## src/sv/brc_pkg.sv

```systemverilog
// Shared types, constants and arithmetic helpers of the brightness-ratio recolor unit.
`default_nettype none
package brc_pkg;

  localparam int CHAN_W     = 8;
  localparam int PIX_W      = 3 * CHAN_W;
  localparam int NUM_CHAN   = 3;
  localparam int PROD_W     = 2 * CHAN_W;
  localparam int DIV_STEPS  = 2;
  localparam int DIV_STAGES = CHAN_W / DIV_STEPS;

  localparam logic [CHAN_W-1:0] CHAN_MAX = 8'd255;

  localparam logic [9:0]  DIV3_MUL   = 10'd683;
  localparam int          DIV3_SHIFT = 11;

  localparam logic [1:0] REG_MID = 2'd0;
  localparam logic [1:0] REG_MAX = 2'd1;
  localparam logic [1:0] REG_MIN = 2'd2;
  localparam logic [1:0] REG_REF = 2'd3;

  typedef struct packed {
    logic [CHAN_W-1:0] rem;
    logic [CHAN_W-1:0] low;
  } lane_t;

  typedef struct packed {
    logic [PIX_W-1:0]  src;
    logic [CHAN_W-1:0] dvs;
    lane_t [NUM_CHAN-1:0] lane;
  } div_t;

  // Truncated mean of the three channels; multiply by 683/2048 is exact for sums up to 765.
  function automatic logic [CHAN_W-1:0] brightness(input logic [PIX_W-1:0] c);
    logic [9:0]  s;
    logic [19:0] p;
    s = 10'(c[23:16]) + 10'(c[15:8]) + 10'(c[7:0]);
    p = 20'(s) * 20'(DIV3_MUL);
    return p[DIV3_SHIFT+CHAN_W-1:DIV3_SHIFT];
  endfunction

  // One restoring division step: brings in the next numerator bit, shifts in a quotient bit.
  function automatic lane_t div_step(input lane_t ln, input logic [CHAN_W-1:0] d);
    lane_t          r;
    logic [CHAN_W:0] t;
    logic           q;
    t = {ln.rem, ln.low[CHAN_W-1]};
    q = 1'b0;
    if (t >= {1'b0, d}) begin
      t = t - {1'b0, d};
      q = 1'b1;
    end
    r.rem = t[CHAN_W-1:0];
    r.low = {ln.low[CHAN_W-2:0], q};
    return r;
  endfunction

endpackage
`default_nettype wire

```

## src/sv/brc_div_stage.sv

```systemverilog
// One pipeline stage of the three-lane divider, resolving two quotient bits per lane.
`default_nettype none
module brc_div_stage (
  input  wire logic          clk,
  input  wire logic          en,
  input  wire brc_pkg::div_t d_i,
  output brc_pkg::div_t      d_o
);
  import brc_pkg::*;

  div_t d_r;
  div_t d_nxt;

  always_comb begin
    d_nxt = d_i;
    for (int k = 0; k < NUM_CHAN; k++) begin
      for (int s = 0; s < DIV_STEPS; s++) begin
        d_nxt.lane[k] = div_step(d_nxt.lane[k], d_i.dvs);
      end
    end
  end

  always_ff @(posedge clk) begin
    if (en) begin
      d_r <= d_nxt;
    end
  end

  assign d_o = d_r;

endmodule
`default_nettype wire

```

## src/sv/brightness_ratio_recolor_unit.sv

```systemverilog
// Top level of the brightness-ratio recolor unit.
`default_nettype none
// Recolors one 24-bit pixel per clock unless the output stalls. Each request passes
// through seven register stages: pixel brightness, blend products, numerator sum,
// then a four-stage restoring divider that resolves two quotient bits per stage for
// all three channels at once. Every stage holds a valid bit and a stage takes new
// data whenever it is empty or its successor moves, so a stalled output still lets
// requests fill empty stages.
// Write the color registers only while no request is in flight.
module brightness_ratio_recolor_unit (
  input  wire logic        clk,
  input  wire logic        rst_n,
  input  wire logic        in_tvalid,
  output logic             in_tready,
  input  wire logic [23:0] in_tdata,   // pixel_color
  output logic             out_tvalid,
  input  wire logic        out_tready,
  output logic [47:0]      out_tdata,  // source_color, mapped_color
  input  wire logic        cfg_we,
  input  wire logic [1:0]  cfg_index,
  input  wire logic [23:0] cfg_wdata
);
  import brc_pkg::*;

  localparam int NSTG = 3 + DIV_STAGES;

  logic [PIX_W-1:0]  mid_r, max_r, min_r, refc_r;
  logic [CHAN_W-1:0] ref_r;

  logic [NSTG-1:0] v_r;
  logic [NSTG-1:0] rdy;

  logic [PIX_W-1:0]  s1_src_r;
  logic [CHAN_W-1:0] s1_a_r;

  logic [PIX_W-1:0]  s2_src_r;
  logic [CHAN_W-1:0] s2_dvs_r;
  logic [PROD_W-1:0] s2_p1_r [NUM_CHAN];
  logic [PROD_W-1:0] s2_p2_r [NUM_CHAN];
  logic [PROD_W-1:0] s2_p1_nxt [NUM_CHAN];
  logic [PROD_W-1:0] s2_p2_nxt [NUM_CHAN];
  logic [CHAN_W-1:0] s2_dvs_nxt;
  logic              lower;

  div_t dv [DIV_STAGES+1];
  div_t dv0_nxt;
  div_t dv0_r;

  always_ff @(posedge clk) begin
    if (!rst_n) begin
      mid_r  <= '0;
      max_r  <= '0;
      min_r  <= '0;
      refc_r <= '0;
      ref_r  <= '0;
    end else begin
      ref_r <= brightness(refc_r);
      if (cfg_we) begin
        case (cfg_index)
          REG_MID: mid_r  <= cfg_wdata;
          REG_MAX: max_r  <= cfg_wdata;
          REG_MIN: min_r  <= cfg_wdata;
          REG_REF: refc_r <= cfg_wdata;
          default: ;
        endcase
      end
    end
  end

  always_comb begin
    rdy[NSTG-1] = !v_r[NSTG-1] || out_tready;
    for (int k = NSTG - 2; k >= 0; k--) begin
      rdy[k] = !v_r[k] || rdy[k+1];
    end
  end

  assign in_tready = rdy[0];

  always_ff @(posedge clk) begin
    if (!rst_n) begin
      v_r <= '0;
    end else begin
      if (rdy[0]) begin
        v_r[0] <= in_tvalid;
      end
      for (int k = 1; k < NSTG; k++) begin
        if (rdy[k]) begin
          v_r[k] <= v_r[k-1];
        end
      end
    end
  end

  always_ff @(posedge clk) begin
    if (rdy[0]) begin
      s1_src_r <= in_tdata;
      s1_a_r   <= brightness(in_tdata);
    end
  end

  always_comb begin
    logic [CHAN_W-1:0] w1, w2, c1, c2;
    lower = (ref_r != '0) && (s1_a_r <= ref_r);
    s2_dvs_nxt = lower ? ref_r : CHAN_MAX - ref_r;
    w1 = lower ? s1_a_r : CHAN_MAX - s1_a_r;
    w2 = lower ? ref_r - s1_a_r : s1_a_r - ref_r;
    for (int k = 0; k < NUM_CHAN; k++) begin
      c1 = mid_r[k*CHAN_W +: CHAN_W];
      c2 = lower ? min_r[k*CHAN_W +: CHAN_W] : max_r[k*CHAN_W +: CHAN_W];
      s2_p1_nxt[k] = PROD_W'(w1) * PROD_W'(c1);
      s2_p2_nxt[k] = PROD_W'(w2) * PROD_W'(c2);
    end
  end

  always_ff @(posedge clk) begin
    if (rdy[1]) begin
      s2_src_r <= s1_src_r;
      s2_dvs_r <= s2_dvs_nxt;
      for (int k = 0; k < NUM_CHAN; k++) begin
        s2_p1_r[k] <= s2_p1_nxt[k];
        s2_p2_r[k] <= s2_p2_nxt[k];
      end
    end
  end

  // The weights of each blend add up to the divisor, so the sum stays below 256 times it.
  always_comb begin
    logic [PROD_W:0] num;
    dv0_nxt.src = s2_src_r;
    dv0_nxt.dvs = s2_dvs_r;
    for (int k = 0; k < NUM_CHAN; k++) begin
      num = {1'b0, s2_p1_r[k]} + {1'b0, s2_p2_r[k]};
      dv0_nxt.lane[k].rem = num[PROD_W-1:CHAN_W];
      dv0_nxt.lane[k].low = num[CHAN_W-1:0];
    end
  end

  always_ff @(posedge clk) begin
    if (rdy[2]) begin
      dv0_r <= dv0_nxt;
    end
  end

  assign dv[0] = dv0_r;

  for (genvar g = 0; g < DIV_STAGES; g++) begin : g_div
    brc_div_stage u_stage (
      .clk (clk),
      .en  (rdy[3+g]),
      .d_i (dv[g]),
      .d_o (dv[g+1])
    );
  end

  assign out_tvalid = v_r[NSTG-1];
  assign out_tdata  = {dv[DIV_STAGES].lane[2].low,
                       dv[DIV_STAGES].lane[1].low,
                       dv[DIV_STAGES].lane[0].low,
                       dv[DIV_STAGES].src};

endmodule
`default_nettype wire

```

## config.mk

```make
export PLATFORM = sky130hd
export DESIGN_NAME = brightness_ratio_recolor_unit
export DESIGN_NICKNAME = d
export VERILOG_FILES = /design/src/sv/brc_pkg.sv /design/src/sv/brc_div_stage.sv /design/src/sv/brightness_ratio_recolor_unit.sv
export SDC_FILE = /design/constraint.sdc
export NUM_CORES = 2
export LEC_CHECK = 0
export ABC_AREA = 1
export BUFFER_PORTS_ARGS = -buffer_cell sky130_fd_sc_hd__clkbuf_2
export CORE_UTILIZATION = 44
export CTS_BUF_LIST = sky130_fd_sc_hd__clkbuf_16
export DETAILED_ROUTE_END_ITERATION = 7
export PLACE_DENSITY = 0.65
export RECOVER_POWER = 25
export SETUP_SLACK_MARGIN = 0.2
export SLEW_MARGIN = 10
export SYNTH_ARGS = -nofsm -noshare
export SYNTH_HDL_FRONTEND = slang
export SYNTH_SLANG_ARGS = --single-unit
export TNS_END_PERCENT = 50
```

## constraint.sdc

```tcl
create_clock -name clk -period 7.9 [get_ports clk]
set_input_delay 0 -clock clk [delete_from_list [all_inputs] [get_ports clk]]
set_output_delay 0 -clock clk [all_outputs]
set_load 0.01 [all_outputs]
```

==> flow_summary.yaml <==
clock_network:
  cts_tree: "yes"
  htreeDepth: 3
  clkSlewWorstSetupHoldPaths_ns: 0.06
  cts_buffers: 74
  root_buffer: "clkbuf_16"
  insertion_delay_ns: 0.65
  ctsLongestPathBuffers: 3
  clock-sinks: 639
hold_path:
  hold_path.class: "in2reg"
floorplanning:
  ioPinCount: 105
  die_area_mm2: 0.117
  start_util_pct: 44.4
  die-height_um: 342
  coreArea_mm2: 0.114
  fp.dieW_um: 342
  num_rows: 124
yosys:
  synthFlopType: "edfxtp_1"
  syn_avg_cell_area_um2: 9.05
  synthArstFlopShare_pct: 0
  ys_seq_area_share_pct: 35.6
  syn_nets: 6559
  synthTopCellsByCount: "nand2_1 (1017), inv_1 (895), ha_1 (598)"
  yosys-top-cells-area: "edfxtp_1 (31%), ha_1 (15%), fa_1 (12%)"
  synth_largest_type_area_fraction_pct: 31.3
  yosysWarnings: 0
  ys_types: 50
  synth_area_mm2: 0.0507
  ys_seq_elements: 639
  synth_edf_count: 528
  yosys.area.top_type: "edfxtp_1"
  postSynthCellCount: 5604
  yosysMostFrequentCell: "nand2_1"
timing:
  finalSetupViolations: 0
  min_period_over_period_pct: 90.4
  finalHoldViolCount: 0
  setup_slack_ns: 0.760
  period_minus_slack_ns: 7.14
  final.setup.tns_ns: 0
  tightest_slew_ns: 1.86
  timing.fmax_mhz: 140
  rsz0062_at_grt: "no"
  slew_headroom_pct: -23.9
  final-max-slew-violation-count: 49
  fin_worst_skew_ns: 0.0242
layout:
  drive_gt1_share_pct: 5.65
  nNetsFinal: 6703
  antenna_cells: 0
  multi_input_area_mm2: 0.0284
  register_area_mm2: 0.0181
  n_fill_cell: 10700
  area_delta_synth_final_pct: 9.37
critical_path:
  arrival_ns: 7.53
  crit_path_start_kind: "flop"
  cp.required_ns: 8.28
  critPathKind: "reg2reg"
  cpMostUsedCell: "nand2_1"
  end_kind: "flop"
  crit_fanout: 23
  worst_path_max_delay_cell: "fa_1"
  cp_top_family: "adder cells"
  critPathBufInv: 6
  critical_path.max_stage_delay_ns: 0.57
global_route:
  overflow: 0
  grt_pass1_wl_um: 192000
  track_usage_pct: 20.5
  grt_max_degree: 108
  antenna_found_initial: 1
  grt_pass1_vias: 36600
run:
  max-cap-violations: 1
placement:
  gp_congestion: 0.946
  place_hpwl_um: 94200
  port_buffers: 104
  place_ws_ns: 0.700
detailed_routing:
  dr.pass1.iters: 5
  num_vias: 37300
  drc: 0
  vias_per_cell: 5.11
  drt_wl_total_um: 119000
  drtIter0Drc: 2050
  antenna_left: 0
  routedWlPerCell_um: 16.3
run_status:
  status: "complete, but fails checks"
  violations: "max-capacitance violations, max-slew violations"
[cell families (layout without fill, tap and decap cells)]
logic type | after synthesis | after routing | share of synthesized area [%]
compound gates | 703 | 703 | 7.71
xor+xnor | 237 | 237 | 4.21
fa+ha+maj | 900 | 900 | 26.7
buf+inv | 1042 | 1241 | 8.37
flops | 639 | 639 | 35.6
simple gates | 2083 | 2083 | 17.4
[what timing repair did]
action | CTS | global route
endpoints found under the hold margin | 120 | 0
gates resized for setup | 0 | 1
hold buffers | 60 | 0
setup buffers | 0 | 0
setup endpoints to repair | 0 | 2
[worst paths after layout]
| check | to | slack (ns) | cells after the start | start |
|---|---|---|---|---|
| setup / recovery | s2_p1_r[0][13]$_DFFE_PP_ | 0.76 | 28 | s1_a_r[0]$_DFFE_PP_ |
| setup reg to reg | s2_p1_r[0][13]$_DFFE_PP_ | 0.76 | 28 | s1_a_r[0]$_DFFE_PP_ |
| hold / removal | max_r[6]$_SDFFE_PN0P_ | 0.12 | 4 | rst_n |
| hold reg to reg | g_div[3].u_stage.d_o[39]$_DFFE_PP_ | 0.40 | 0 | g_div[2].u_stage.d_o[37]$_DFFE_PP_ |
[area by class of cell]
| type | instances | area share (%) |
|---|---|---|
| inverter | 919 | 6.23 |
| clock inverter | 56 | 0.839 |
| clock buffer | 75 | 3.38 |
| sequential | 639 | 32.6 |
| multi-input combinational | 3923 | 51.3 |
| timing repair buffer | 191 | 2.31 |
| tap | 1512 | 3.41 |
[sequential cells by signal (all words and copies together) (netlist names)]
| signal | flops |
|---|---|
| mid_r | 24 |
| ref_r | 8 |
| s1_a_r | 8 |
| g_div.u_stage.d_o | 288 |
| s2_p1_r | 48 |
| max_r | 24 |
| refc_r | 24 |
| v_r | 7 |
| s2_src_r | 24 |
| s1_src_r | 24 |
| s2_dvs_r | 8 |
| s2_p2_r | 48 |
| min_r | 24 |
| dv | 80 |
[worst reg2reg max path, delay by kind of cell (launching register included)]
| family | cells | cell delay (ns) |
|---|---|---|
| flops | 1 | 0.42 |
| compound gates | 5 | 0.90 |
| buf+inv | 6 | 0.75 |
| simple gates | 10 | 1.72 |
| fa+ha+maj | 7 | 3.09 |
[stage by stage]
step	cells	util, %	hold slack [ns]	area [um^2]
floorplan	5604	-	0.0989	50700
global placement	7124	46.0	0.208	52600
detailed placement	7124	46.0	0.212	52600
CTS	7315	48.6	0.0821	55500
global route	7315	48.5	0.154	55500
finish	7315	48.5	0.123	55500
[routing by layer]
metal	wire length (um)	GRT usage, %
met1	52600	26.8
met4	3800	6.93
met2	57500	35.4
met3	5140	2.21
met5	0	0
[cell usage in the layout, fill, tap and decap left out, types with 13 or more instances in the layout]
cell,instances
edfxtp_1,528
nand2_2,40
nand3b_1,35
o31ai_1,13
ha_1,598
nand2_1,1013
o21ai_0,205
dfxtp_1,111
nor2_1,512
dlygate4sd3_1,60
inv_1,899
nor3_1,36
xor2_1,145
clkbuf_2,75
buf_4,26
clkbuf_1,30
clkbuf_16,75
xnor2_1,84
fa_1,302
o21bai_1,30
clkinv_1,25
a21oi_1,366
nand3_1,349
clkinv_2,13
nand4_1,54
a21o_1,29
inv_2,16
Power is left out: the tool's default activity adds up to more than one toggle a clock period on the data nets, which glitch-free logic cannot reach.
